[src/rtl/core/cdas_pkg.sv]
package cdas_pkg;

    localparam int unsigned YEAR_W   = 16;
    localparam int unsigned MONTH_W  = 4;
    localparam int unsigned DAY_W    = 5;
    localparam int unsigned NYEARS_W = 14;
    localparam int unsigned NMONS_W  = 12;
    localparam int unsigned NDAYS_W  = 16;

    localparam logic [MONTH_W-1:0] MONTHS_PER_YEAR = 4'd12;
    localparam logic [MONTH_W-1:0] MONTH_JAN       = 4'd1;
    localparam logic [MONTH_W-1:0] MONTH_FEB       = 4'd2;
    localparam logic [MONTH_W-1:0] MONTH_DEC       = 4'd12;

    localparam logic CMD_ADD = 1'b0;
    localparam logic CMD_SUB = 1'b1;

    // One request as it enters the sequencer.
    typedef struct packed {
        logic [NDAYS_W-1:0]  ndays;
        logic [NMONS_W-1:0]  nmonths;
        logic [NYEARS_W-1:0] nyears;
        logic [DAY_W-1:0]    day;
        logic [MONTH_W-1:0]  month;
        logic [YEAR_W-1:0]   year;
        logic                cmd;
    } req_t;

    // One resulting date; the packing order matches the result tdata.
    typedef struct packed {
        logic [DAY_W-1:0]   day;
        logic [MONTH_W-1:0] month;
        logic [YEAR_W-1:0]  year;
    } date_t;

    // Number of days in a month (1..12) for a leap or common year.
    function automatic logic [DAY_W-1:0] month_len(input logic [MONTH_W-1:0] month,
                                                   input logic leap);
        logic [DAY_W-1:0] len;
        unique case (month)
            MONTH_FEB:                   len = leap ? 5'd29 : 5'd28;
            4'd4, 4'd6, 4'd9, 4'd11:     len = 5'd30;
            default:                     len = 5'd31;
        endcase
        return len;
    endfunction

endpackage

[src/rtl/core/cdas_leap.sv]
module cdas_leap
    import cdas_pkg::*;
(
    input  logic              aclk,
    input  logic [YEAR_W-1:0] year,
    output logic              leap
);

    // A signed 16-bit year is a multiple of 25 exactly when its product with
    // the inverse of 25 modulo 2^16 lands within +/-1310 (32768 / 25).
    localparam logic [YEAR_W-1:0] INV25    = 16'd23593;
    localparam logic [YEAR_W-1:0] K_LIMIT  = 16'd1310;
    localparam logic [YEAR_W-1:0] K_NEGLIM = 16'd64226;

    logic [YEAR_W-1:0] prod;
    logic              div25;
    logic              leap_reg;
    logic              leap_next;

    assign prod  = YEAR_W'(year * INV25);
    assign div25 = (prod <= K_LIMIT) || (prod >= K_NEGLIM);

    // Divisible by 4, and a century only when also divisible by 16 (i.e. by 400).
    assign leap_next = (year[1:0] == 2'b00) && (!div25 || (year[3:0] == 4'b0000));

    always_ff @(posedge aclk) begin
        leap_reg <= leap_next;
    end

    assign leap = leap_reg;

endmodule

[src/rtl/core/cdas_alu.sv]
module cdas_alu
    import cdas_pkg::*;
(
    input  logic [YEAR_W-1:0] a,
    input  logic [YEAR_W-1:0] b,
    input  logic              sub,
    output logic [YEAR_W-1:0] sum
);

    // Shared year adder; wraps modulo 2^16 as the year does.
    assign sum = sub ? (a - b) : (a + b);

endmodule

[src/rtl/core/cdas_seq.sv]
module cdas_seq
    import cdas_pkg::*;
(
    input  logic  aclk,
    input  logic  aresetn,
    input  logic  req_valid,
    output logic  req_ready,
    input  req_t  req,
    input  logic  res_free,
    output logic  res_valid,
    output date_t res
);

    typedef enum logic [5:0] {
        ST_IDLE   = 6'b000001,
        ST_YEARS  = 6'b000010,
        ST_MONS   = 6'b000100,
        ST_MFIX   = 6'b001000,
        ST_SETTLE = 6'b010000,
        ST_DAYS   = 6'b100000
    } state_t;

    state_t              state_reg, state_next;
    logic                cmd_reg, cmd_next;
    logic [YEAR_W-1:0]   year_reg, year_next;
    logic [MONTH_W-1:0]  month_reg, month_next;
    logic [DAY_W-1:0]    day_reg, day_next;
    logic [NYEARS_W-1:0] ny_reg, ny_next;
    logic [NMONS_W-1:0]  mcnt_reg, mcnt_next;
    logic [NDAYS_W-1:0]  nd_reg, nd_next;

    logic [YEAR_W-1:0]   alu_b;
    logic [YEAR_W-1:0]   alu_sum;
    logic                leap;
    logic [DAY_W-1:0]    dim;
    logic [DAY_W-1:0]    prev_len;
    logic [MONTH_W:0]    madd;
    logic [MONTH_W-1:0]  mrem;

    // The year only ever moves by the whole-year amount or by one, in the
    // direction of the command.
    assign alu_b = (state_reg == ST_YEARS) ? YEAR_W'(ny_reg) : YEAR_W'(1);

    cdas_alu u_alu (
        .a   (year_reg),
        .b   (alu_b),
        .sub (cmd_reg),
        .sum (alu_sum)
    );

    cdas_leap u_leap (
        .aclk (aclk),
        .year (year_reg),
        .leap (leap)
    );

    assign dim      = month_len(month_reg, leap);
    assign prev_len = month_len(month_reg - 4'd1, leap);
    assign mrem     = mcnt_reg[MONTH_W-1:0];
    assign madd     = {1'b0, month_reg} + {1'b0, mrem} - 5'd1;

    always_comb begin
        state_next = state_reg;
        cmd_next   = cmd_reg;
        year_next  = year_reg;
        month_next = month_reg;
        day_next   = day_reg;
        ny_next    = ny_reg;
        mcnt_next  = mcnt_reg;
        nd_next    = nd_reg;
        res_valid  = 1'b0;
        res.year   = year_reg;
        res.month  = month_reg;
        res.day    = (day_reg > dim) ? dim : day_reg;

        unique case (state_reg)
            ST_IDLE: begin
                if (req_valid) begin
                    cmd_next   = req.cmd;
                    year_next  = req.year;
                    ny_next    = req.nyears;
                    mcnt_next  = req.nmonths;
                    nd_next    = req.ndays;
                    day_next   = (req.day == '0) ? 5'd1 : req.day;
                    if (req.month == '0) begin
                        month_next = MONTH_JAN;
                    end else if (req.month > MONTHS_PER_YEAR) begin
                        month_next = MONTH_DEC;
                    end else begin
                        month_next = req.month;
                    end
                    state_next = ST_YEARS;
                end
            end
            ST_YEARS: begin
                year_next  = alu_sum;
                state_next = ST_MONS;
            end
            ST_MONS: begin
                // Fold whole years out of the month count, one per cycle.
                if (mcnt_reg >= NMONS_W'(MONTHS_PER_YEAR)) begin
                    mcnt_next = mcnt_reg - NMONS_W'(MONTHS_PER_YEAR);
                    year_next = alu_sum;
                end else begin
                    state_next = ST_MFIX;
                end
            end
            ST_MFIX: begin
                if (cmd_reg == CMD_ADD) begin
                    if (madd >= {1'b0, MONTHS_PER_YEAR}) begin
                        month_next = MONTH_W'(madd - 5'd11);
                        year_next  = alu_sum;
                    end else begin
                        month_next = MONTH_W'(madd + 5'd1);
                    end
                end else begin
                    if (month_reg <= mrem) begin
                        month_next = month_reg + MONTHS_PER_YEAR - mrem;
                        year_next  = alu_sum;
                    end else begin
                        month_next = month_reg - mrem;
                    end
                end
                state_next = ST_SETTLE;
            end
            ST_SETTLE: begin
                state_next = ST_DAYS;
            end
            ST_DAYS: begin
                if (nd_reg == '0) begin
                    if (res_free) begin
                        res_valid  = 1'b1;
                        state_next = ST_IDLE;
                    end
                end else begin
                    nd_next = nd_reg - NDAYS_W'(1);
                    if (cmd_reg == CMD_ADD) begin
                        if (day_reg >= dim) begin
                            day_next = 5'd1;
                            if (month_reg == MONTH_DEC) begin
                                month_next = MONTH_JAN;
                                year_next  = alu_sum;
                            end else begin
                                month_next = month_reg + 4'd1;
                            end
                        end else begin
                            day_next = day_reg + 5'd1;
                        end
                    end else begin
                        if (day_reg == 5'd1) begin
                            if (month_reg == MONTH_JAN) begin
                                month_next = MONTH_DEC;
                                day_next   = 5'd31;
                                year_next  = alu_sum;
                            end else begin
                                month_next = month_reg - 4'd1;
                                day_next   = prev_len;
                            end
                        end else begin
                            day_next = day_reg - 5'd1;
                        end
                    end
                end
            end
            default: begin
                state_next = ST_IDLE;
            end
        endcase
    end

    assign req_ready = (state_reg == ST_IDLE);

    always_ff @(posedge aclk) begin
        if (!aresetn) begin
            state_reg <= ST_IDLE;
        end else begin
            state_reg <= state_next;
        end
    end

    always_ff @(posedge aclk) begin
        cmd_reg   <= cmd_next;
        year_reg  <= year_next;
        month_reg <= month_next;
        day_reg   <= day_next;
        ny_reg    <= ny_next;
        mcnt_reg  <= mcnt_next;
        nd_reg    <= nd_next;
    end

endmodule

[src/rtl/core/calendar_date_add_subtract.sv]
// Channel  | Dir | Beat contents
// ---------+-----+-------------------------------------------------------------
// s_       | in  | one request: start date, command, years/months/days amounts
// m_       | out | one result: the resulting date
//
// An accepted beat passes the year add, the month fold, the month fix, a settle state and
// the day stepping loop before its result is valid. The day loop steps one day per cycle;
// the month count is folded into the year twelve months per cycle through the year adder.
// Reset is synchronous and active low; it clears the sequencer and the output valid.
// A finished result waits in the output register while a new request is taken; the
// sequencer holds its next result until the waiting one leaves.
module calendar_date_add_subtract
    import cdas_pkg::*;
(
    input  logic        aclk,
    input  logic        aresetn,

    input  logic        s_tvalid,
    output logic        s_tready,
    // start_year[15:0], start_month[19:16], start_day[24:20], num_years[38:25],
    // num_months[50:39], num_days[66:51], zeros[71:67]
    input  logic [71:0] s_tdata,
    // cmd[0]: 0 adds the amounts, 1 subtracts them
    input  logic        s_tuser,

    output logic        m_tvalid,
    input  logic        m_tready,
    // result_year[15:0], result_month[19:16], result_day[24:20], zeros[31:25]
    output logic [31:0] m_tdata
);

    req_t  req;
    date_t seq_res;
    logic  seq_done;
    logic  res_free;

    logic  m_tvalid_reg, m_tvalid_next;
    date_t out_reg, out_next;

    // Unpack the request beat; the field order follows the tdata comment above.
    assign req.cmd     = s_tuser;
    assign req.year    = s_tdata[15:0];
    assign req.month   = s_tdata[19:16];
    assign req.day     = s_tdata[24:20];
    assign req.nyears  = s_tdata[38:25];
    assign req.nmonths = s_tdata[50:39];
    assign req.ndays   = s_tdata[66:51];

    // The output register may be refilled when it is empty or being drained.
    assign res_free = !m_tvalid_reg || m_tready;

    cdas_seq u_seq (
        .aclk      (aclk),
        .aresetn   (aresetn),
        .req_valid (s_tvalid),
        .req_ready (s_tready),
        .req       (req),
        .res_free  (res_free),
        .res_valid (seq_done),
        .res       (seq_res)
    );

    always_comb begin
        m_tvalid_next = m_tvalid_reg;
        out_next      = out_reg;
        if (seq_done) begin
            m_tvalid_next = 1'b1;
            out_next      = seq_res;
        end else if (m_tready) begin
            m_tvalid_next = 1'b0;
        end
    end

    always_ff @(posedge aclk) begin
        if (!aresetn) begin
            m_tvalid_reg <= 1'b0;
        end else begin
            m_tvalid_reg <= m_tvalid_next;
        end
    end

    always_ff @(posedge aclk) begin
        out_reg <= out_next;
    end

    assign m_tvalid = m_tvalid_reg;
    assign m_tdata  = {7'd0, out_reg};

`ifndef SYNTH
    // A new result must never overwrite one that is still waiting.
    a_no_overwrite: assert property (@(posedge aclk) disable iff (!aresetn)
        seq_done |-> (!m_tvalid_reg || m_tready))
        else $error("result produced while the output register is still full");

    // The sequencer works on one request at a time.
    a_busy_after_accept: assert property (@(posedge aclk) disable iff (!aresetn)
        (s_tvalid && s_tready) |=> !s_tready)
        else $error("request accepted while a previous one is still in work");

    // Every delivered date has a month in 1..12 and a day within that month's leap-year length.
    a_month_range: assert property (@(posedge aclk) disable iff (!aresetn)
        m_tvalid |-> (out_reg.month >= MONTH_JAN) && (out_reg.month <= MONTH_DEC))
        else $error("result month out of range");

    a_day_range: assert property (@(posedge aclk) disable iff (!aresetn)
        m_tvalid |-> (out_reg.day != '0) &&
                     (out_reg.day <= month_len(out_reg.month, 1'b1)))
        else $error("result day out of range");
`endif

endmodule
[config.mk]
export PLATFORM = sky130hd
export DESIGN_NAME = calendar_date_add_subtract
export DESIGN_NICKNAME = d
export VERILOG_FILES = /design/src/rtl/core/cdas_pkg.sv /design/src/rtl/core/cdas_leap.sv /design/src/rtl/core/cdas_alu.sv /design/src/rtl/core/cdas_seq.sv /design/src/rtl/core/calendar_date_add_subtract.sv
export SDC_FILE = /design/constraint.sdc
export NUM_CORES = 1
export LEC_CHECK = 0
export ABC_CLOCK_PERIOD_IN_PS = 5000
export BUFFER_PORTS_ARGS = -buffer_cell sky130_fd_sc_hd__buf_2
export CAP_MARGIN = 40
export CELL_PAD_IN_SITES_DETAIL_PLACEMENT = 1
export CELL_PAD_IN_SITES_GLOBAL_PLACEMENT = 1
export CORE_ASPECT_RATIO = 1.2
export CORE_MARGIN = 3
export CORE_UTILIZATION = 45
export CTS_BUF_LIST = sky130_fd_sc_hd__clkbuf_8
export DETAILED_ROUTE_END_ITERATION = 8
export PLACE_DENSITY = 0.83
export SKIP_LAST_GASP = 1
export SLEW_MARGIN = 20
export SYNTH_ARGS = -nofsm -noshare
export SYNTH_HDL_FRONTEND = slang
export SYNTH_SLANG_ARGS = --single-unit
[constraint.sdc]
create_clock -name aclk -period 5 [get_ports aclk]
set_clock_uncertainty 0.15 [all_clocks]
set_input_delay 0.75 -clock aclk [delete_from_list [all_inputs] [get_ports aclk]]
set_output_delay 0.75 -clock aclk [all_outputs]
set_load 0.02 [all_outputs]
==> summary.txt, run 1 <==
Run
  • Number of maximum-capacitance violations: 0

CTS
  • Clk Latency, worst-skew pair: 0.39 ns
  • CTS Buf Count: 9
  • Number of gates resized after cts: 0
  • Clock Path Buffers: 2
  • Total of hold buffers inserted after clock tree synthesis: 0
  • H-tree levels: 3
  • Total number of clock tree sinks: 101
  • Buffer count from post-CTS setup fixing: 0
  • Clock tree from TritonCTS: built
  • Post-CTS clock slew at the launch and capture registers of the worst setup and hold paths: 0.11 ns
  • Clk root buf: clkbuf_8

Final layout
  • Fraction of final layout cells sized beyond drive strength 1: 16.0%
  • Antenna Diode Count: 0
  • Synthesis-to-finish area growth: 11.6%
  • Most frequent standard cell in the layout excluding fill and tap cells: ha_1
  • Number of nets in the layout: 1182
  • Top library cells by usage in the layout, fill and taps aside: 107 x ha_1, 98 x buf_2, 93 x edfxtp_1
  • Max reg flops: 25
  • Non-filler cells in the finished layout: 1232

Synthesis
  • Compound-cell area share of the yosys netlist: 15.2%
  • FFs w/ async S/R, synth: 0%
  • Synth area leader: edfxtp_1
  • Sequential-to-total area share from yosys stat: 34.8%
  • Combinational family with the most area after synthesis: adder cells
  • Synthesis-stage register bit count: around 100
  • Yosys warning count: 0
  • Cells after synthesis: about 900
  • Share of cell area taken by muxes after synthesis: 1.12%
  • Synth top area share: 32.9%
  • Xor and xnor fraction of the mapped netlist area: 6.61%
  • Synth Area in Adders: 21.2%
  • Mapped Area: 8480 um^2
  • Most used DFF post-synth: edfxtp_1
  • Average size of a mapped cell: 9.67 um^2
  • Post-Synth Simple-Gate Area: between 15 and 20%
  • Largest cells by area after synthesis: edfxtp_1 33%, ha_1 16%, fa_1 5.4%, o21ai_0 4.5%, xnor2_1 4.2%
  • Count of flip-flops with a built-in enable after synthesis: 93
  • Unique masters post-synth: 70

Floorplan
  • Die Area: between 20000 and 25000 um^2
  • Vertical die dimension: ~160 um
  • Chip width: between 100 and 150 um
  • Core region area: ~18000 um^2
  • Initial standard-cell utilization of the core: 46.3%
  • Number of core rows: 54
  • I/O Pins: 111

Pwr
  • Worst supply voltage drop on vdd: 0.000647 V
  • LEAKAGE: approximately 4.1 nW
  • PwrDens: 681 nW/um^2

Min path
  • Terminating pin of the worst hold path: u_seq.ny_reg[2]
  • Type of the tightest min-delay check: input port to flip-flop
  • Number of cells traversed by the worst hold path: 1
  • Hold Path Origin: s_tdata[27]

Place
  • Number of placed instances with taps included: 1216
  • Post-detailed-placement half-perimeter wirelength: 17.2 mm
  • Quantity of I/O buffers inserted on ports: 98
  • Routability-driven placement congestion ratio: 0.850

STA
  • Worst Max-Slew Pin Slew: 0.762 ns
  • Max-slew headroom: 47.9%
  • Unrepaired setup endpoints after global routing: false
  • Number of endpoints failing setup at the final stage: 0
  • Max Clock Freq: 210 MHz
  • Fin. Hold Viols: 0
  • Min Hold Slack: 0.388 ns
  • Number of max-slew violations in the final report: 0
  • Final critical-path share of the clock period: 95.3%
  • Min Tclk post-route: 4.76 ns
  • Final TNS setup: 0 ns

Worst setup path
  • Reg-to-reg setup timing slack: 0.24 ns
  • Startpoint types: flip-flop
  • Reg2Reg Launch Point: u_seq.year_reg[2]
  • Max Fanout on Critical Path: 4
  • Nature of the critical path endpoint: flip-flop
  • Worst path arrival time: 4.88 ns
  • Required time of the critical path: 5.11 ns
  • Worst Setup Path Type: flip-flop to flip-flop
  • Number of cells on the worst reg-to-reg path: 15
  • FF-to-FF End: u_seq.u_leap.leap

Global routing
  • Via count of the first global-routing pass: ~7.2k
  • Total global routing track utilization: 21.4%
  • Overall overflow remaining after global route: 0
  • Initial antenna violation count: 0
  • First-pass GRT wire length: 35.6 mm
  • Pin count of the biggest net entering global routing: 40

Route
  • Detailed router's first-iteration violation count: 275
  • Antenna-violating nets left: 0
  • Vias after detailed routing: 6717
  • Average detailed-routed wire length per instance: 17.5 um
  • Total wirelength of the detailed-routed design: 21.5 mm
  • Ratio of routed vias to standard cells: 5.45
  • Remaining routing DRC violations: 0
  • Detailed-routing iteration count for the pre-antenna-repair pass: 5

Outcome
  • Result of the run: complete, no violations
==> per-stage QoR <==
step	area [um^2]	setup WS (ns)	utilization, %	total power (W)
floorplan	8500	0.503	-	0.00479
global placement	9260	0.404	50.6	0.00562
detailed placement	9270	0.293	50.6	0.00592
CTS	9470	0.240	51.7	0.00654
global route	9470	0.0110	51.7	0.00723
finish	9470	0.236	51.7	0.00645
==> final cells by class <==
type | instances | area, um^2
clock buffers | 9 | 124
flip-flops and latches | 101 | 2950
fillers | 2132 | 8840
well taps | 252 | 315
multi-input cells | 666 | 5070
clock inverters | 7 | 73.8
inverters | 80 | 300
repair buffers | 117 | 629
==> power by group <==
group,switching (W),internal (W),total (W)
clock network,0.000311,0.000233,0.000544
registers,0.000130,0.00108,0.00121
logic,0.00259,0.00210,0.00470
==> routing by layer <==
layer  GRT usage, %  vias to the layer above  share of wire [%]  wire length [um]
met3           2.70                       34                2.9               635
met5              0                        -                  0                 0
met2           39.9                      115                 52             11200
met4           7.80                        0                2.3               498
met1           25.3                     3257                 43              9230
li1               -                     3311                  -                 -
==> worst max-delay path: stages, from the launching register on <==
cell and delay, ns:
edfxtp_1 0.43, inv_1 0.12, ha_1 0.25, ha_1 0.27, inv_1 0.05, fa_1 0.53
fa_1 0.57, inv_1 0.07, fa_1 0.47, ha_1 0.31, ha_1 0.32, o21ai_0 0.14
a41o_1 0.27, and3_1 0.19, o41ai_1 0.34, mux2i_1 0.14
==> worst max-delay path by stage <==
stage,from,to,slack [ns],cells past startpoint
detailed placement,u_seq.year_reg[2],u_seq.u_leap.leap,0.29,15
floorplan,u_seq.year_reg[2],u_seq.u_leap.leap,0.50,15
CTS,u_seq.year_reg[2],u_seq.u_leap.leap,0.24,15
global route,u_seq.year_reg[2],u_seq.u_leap.leap,0.01,15
global placement,u_seq.year_reg[2],u_seq.u_leap.leap,0.40,15
finish,u_seq.year_reg[2],u_seq.u_leap.leap,0.24,15
==> Yosys cell counts, drive strengths merged (3+ instances only) <==
master / number
a2111oi: 3
a211o: 4
a211oi: 9
a21o: 10
a21oi: 48
a22oi: 3
a31oi: 7
and2: 6
and3: 3
buf: 18
clkbuf: 18
dfxtp: 8
edfxtp: 93
fa: 23
ha: 107
inv: 80
mux2: 4
mux2i: 5
nand2: 80
nand2b: 10
nand3: 14
nand3b: 7
nand4: 4
nor2: 58
nor2b: 6
nor3: 21
nor3b: 6
nor4: 12
o211ai: 3
o21a: 13
o21ai: 78
o31ai: 8
o41ai: 3
or2: 3
or3: 9
or4: 5
xnor2: 41
xor2: 23
==> cells by family (layout without fill, tap and decap cells) <==
group,after synthesis,in the layout
fa+ha+maj,130,130
xor+xnor,64,64
flops,101,101
compound gates,205,205
buf+inv,116,213
other cells,1,7
mux,9,9
simple gates,251,251
(Power assumes the default switching activity.)
==> run 2: changes to the inputs <==
--- a/config.mk
+++ b/config.mk
@@ -15,6 +15,7 @@
 export CORE_UTILIZATION = 45
 export CTS_BUF_LIST = sky130_fd_sc_hd__clkbuf_8
 export DETAILED_ROUTE_END_ITERATION = 8
+export GPL_TIMING_DRIVEN = 0
 export PLACE_DENSITY = 0.83
 export SKIP_LAST_GASP = 1
 export SLEW_MARGIN = 20
==> run 2 against run 1 <==
Against the previous run: fmax is 1.1% lower; sequential power about the same; register-to-register slack lost 0.06 ns; clock power up 7.0%; first-iteration DRC count increased by 7.6%; via count rose by 2.6%; worst hold slack gained 0.0012 ns; clock-buffer cell count unchanged; worst setup slack got worse by 0.055 ns; routed wire length is 6.4% higher; cell count grew 2.9%; die area did not move; critical path type unchanged; largest cell class unchanged; largest power group unchanged.
==> summary.txt, run 2 (synthesis gave the netlist of run 1 again) <==
Final layout
  • Most frequent standard cell in the layout excluding fill and tap cells: ha_1
  • Max reg flops: 25 (unchanged)
  • Fraction of final layout cells sized beyond drive strength 1: 16.9% (+0.91 points)
  • Non-filler cells in the finished layout: 1268 (+2.9%)
  • Synthesis-to-finish area growth: 14.5%
  • Final core utilization: 53.0% (+1.3 points)
  • Top library cells by usage in the layout, fill and taps aside: 107 x ha_1, 105 x buf_2, 93 x edfxtp_1
  • Antenna Diode Count: 0 (unchanged)
  • Number of nets in the layout: 1218 (+3.0%)

Pwr
  • PwrDens: 688 nW/um^2 (+0.96%)
  • Final total power: 0.00668 W (+3.6%)
  • Worst supply voltage drop on vdd: 0.000665 V (+2.7%)
  • LEAKAGE: 4.18 nW (+3.0%)

Worst setup path
  • Reg-to-reg setup timing slack: 0.18 ns (-0.06 ns)
  • Worst Setup Path Type: flip-flop to flip-flop
  • Required time of the critical path: 5.11 ns (about the same)
  • Standard cell with the maximum stage delay on the critical path: fa_1
  • Nature of the critical path endpoint: flip-flop
  • Worst path buffer plus inverter count: 3 (unchanged)
  • Startpoint types: flip-flop
  • Most numerous cell on the critical path: ha_1
  • Worst path arrival time: 4.93 ns (+0.05 ns)
  • Crit-path cells: inv_1, ha_1, ha_1, inv_1, fa_1, fa_1, inv_1, fa_1, ha_1, ha_1, o21ai_1, or2_2, a21o_1, o41ai_1, mux2i_1
  • Max Fanout on Critical Path: 7 (+3)
  • Max incr delay on CP: 0.56 ns (about the same)
  • FF-to-FF End: u_seq.u_leap.leap
  • Number of cells on the worst reg-to-reg path: 15 (unchanged)
  • CP top delay family: adder cells
  • Reg2Reg Launch Point: u_seq.year_reg[3]

Place
  • Setup Slack @ Placement: -0.0305 ns (-0.324 ns)
  • Post-detailed-placement half-perimeter wirelength: 18.2 mm (+6.0%)
  • Quantity of I/O buffers inserted on ports: 98 (unchanged)
  • Number of placed instances with taps included: 1237 (+1.7%)
  • Routability-driven placement congestion ratio: 0.857 (+0.82%)

Global routing
  • Pin count of the biggest net entering global routing: 26 (-35%)
  • Overall overflow remaining after global route: 0 (unchanged)
  • First-pass GRT wire length: 36.5 mm (+2.6%)
  • Via count of the first global-routing pass: 7377 (+1.9%)
  • Total global routing track utilization: 22.2% (+0.79 points)
  • Initial antenna violation count: 0 (unchanged)

Floorplan
  • Number of core rows: 54 (unchanged)
  • Chip width: 131 um (unchanged)
  • I/O Pins: 111 (unchanged)
  • Initial standard-cell utilization of the core: 46.3% (unchanged)
  • Vertical die dimension: 156 um (unchanged)
  • Die Area: 20500 um^2 (unchanged)
  • Core region area: 18300 um^2 (unchanged)

CTS
  • CTS Buf Count: 9 (unchanged)
  • Post-CTS clock slew at the launch and capture registers of the worst setup and hold paths: 0.10 ns (about the same)
  • Clk root buf: clkbuf_8
  • Clock tree from TritonCTS: built
  • H-tree levels: 3 (unchanged)
  • Total number of clock tree sinks: 101 (unchanged)
  • Clk Latency, worst-skew pair: 0.39 ns (about the same)
  • Clock Path Buffers: 2 (unchanged)

Route
  • Detailed-routing iteration count for the pre-antenna-repair pass: 4 (-1)
  • Average detailed-routed wire length per instance: 18.1 um (+3.3%)
  • Remaining routing DRC violations: 0 (unchanged)
  • Total wirelength of the detailed-routed design: 22.9 mm (+6.4%)
  • Ratio of routed vias to standard cells: 5.43 (-0.35%)
  • Detailed router's first-iteration violation count: 296 (+7.6%)
  • Vias after detailed routing: 6889 (+2.6%)
  • Antenna-violating nets left: 0 (unchanged)

STA
  • Max Clock Freq: 208 MHz (-1.1%)
  • Number of max-slew violations in the final report: 0 (unchanged)
  • Worst Max-Slew Pin Slew: 0.693 ns (-0.0687 ns)
  • Min setup slack post-route: 0.181 ns (-0.0551 ns)
  • Min Hold Slack: 0.389 ns (+0.00117 ns)
  • Max-slew headroom: 53.4% (+5.5 points)
  • Number of endpoints failing setup at the final stage: 0 (unchanged)
  • Final critical-path share of the clock period: 96.4% (+1.1 points)
  • Fin. Hold Viols: 0 (unchanged)
  • Min Tclk post-route: 4.82 ns (+0.0551 ns)

Min path
  • Hold Path Origin: s_tdata[27]
  • Number of cells traversed by the worst hold path: 1 (unchanged)
  • Terminating pin of the worst hold path: u_seq.ny_reg[2]
  • Type of the tightest min-delay check: input port to flip-flop

Outcome
  • Result of the run: complete, no violations

Run
  • Number of maximum-capacitance violations: 0 (unchanged)
[run 2: cell count changes in the layout (fill, tap and decap cells not counted), moves of 2 or more]
cell | before | now
clkbuf_1 | 0 | 18
buf_2 | 98 | 105
buf_4 | 18 | 25
buf_6 | 0 | 2
clkinv_1 | 0 | 2
clkinv_4 | 2 | 0
[run 2: power by group]
group | leakage [nW] | internal [W] | switching [W]
Clock | 0.105 | 0.000280 | 0.000302
Sequential | 0.939 | 0.00108 | 0.000149
Combinational | 3.14 | 0.00217 | 0.00270
Total | 4.18 | 0.00353 | 0.00315
[run 2: what timing repair did]
| action | in CTS | in global routing |
|---|---|---|
| endpoints found under the setup margin | 1 | 1 |
| setup buffers | 1 | 14 |
| pin swaps | 0 | 0 |
| gates resized for setup | 0 | 1 |
| hold buffers | 0 | 0 |
[run 2: stage by stage]
step	setup TNS (ns)	area (um^2)
after global routing	-0.0307	9710
after CTS	0	9610
final	0	9710
after detailed placement	-0.0305	9390
after global placement	-6.00	9310
after floorplan	0	8500
[run 2: cell type report]
type                            instances  area [um^2]
Buffer                                 36          193
Clock buffer                            9          124
Clock inverter                          7         88.8
Fill cell                            2141         8600
Inverter                               80          300
Multi-Input combinational cell        666         5090
Sequential cell                       101         2950
Tap cell                              252          315
Timing Repair Buffer                  117          649
[run 2: worst max-delay path by stage]
stage                            start                 to  slack [ns]  cells after the start
floorplan            u_seq.year_reg[2]  u_seq.u_leap.leap        0.50                     15
global placement    u_seq.month_reg[0]  u_seq.year_reg[5]       -0.38                     11
detailed placement   u_seq.year_reg[2]  u_seq.u_leap.leap       -0.03                     15
CTS                  u_seq.year_reg[3]  u_seq.u_leap.leap        0.01                     15
global route         u_seq.year_reg[3]  u_seq.u_leap.leap       -0.03                     15
finish               u_seq.year_reg[3]  u_seq.u_leap.leap        0.18                     15
[run 2: layer usage]
layer  share of wire [%]  vias up  global-route usage, %
li1                    -     3378                      -
met1                  42     3348                   25.5
met2                  52      127                   42.5
met3                 3.0       36                   2.60
met4                 2.6        0                   8.20
met5                   0        -                      0
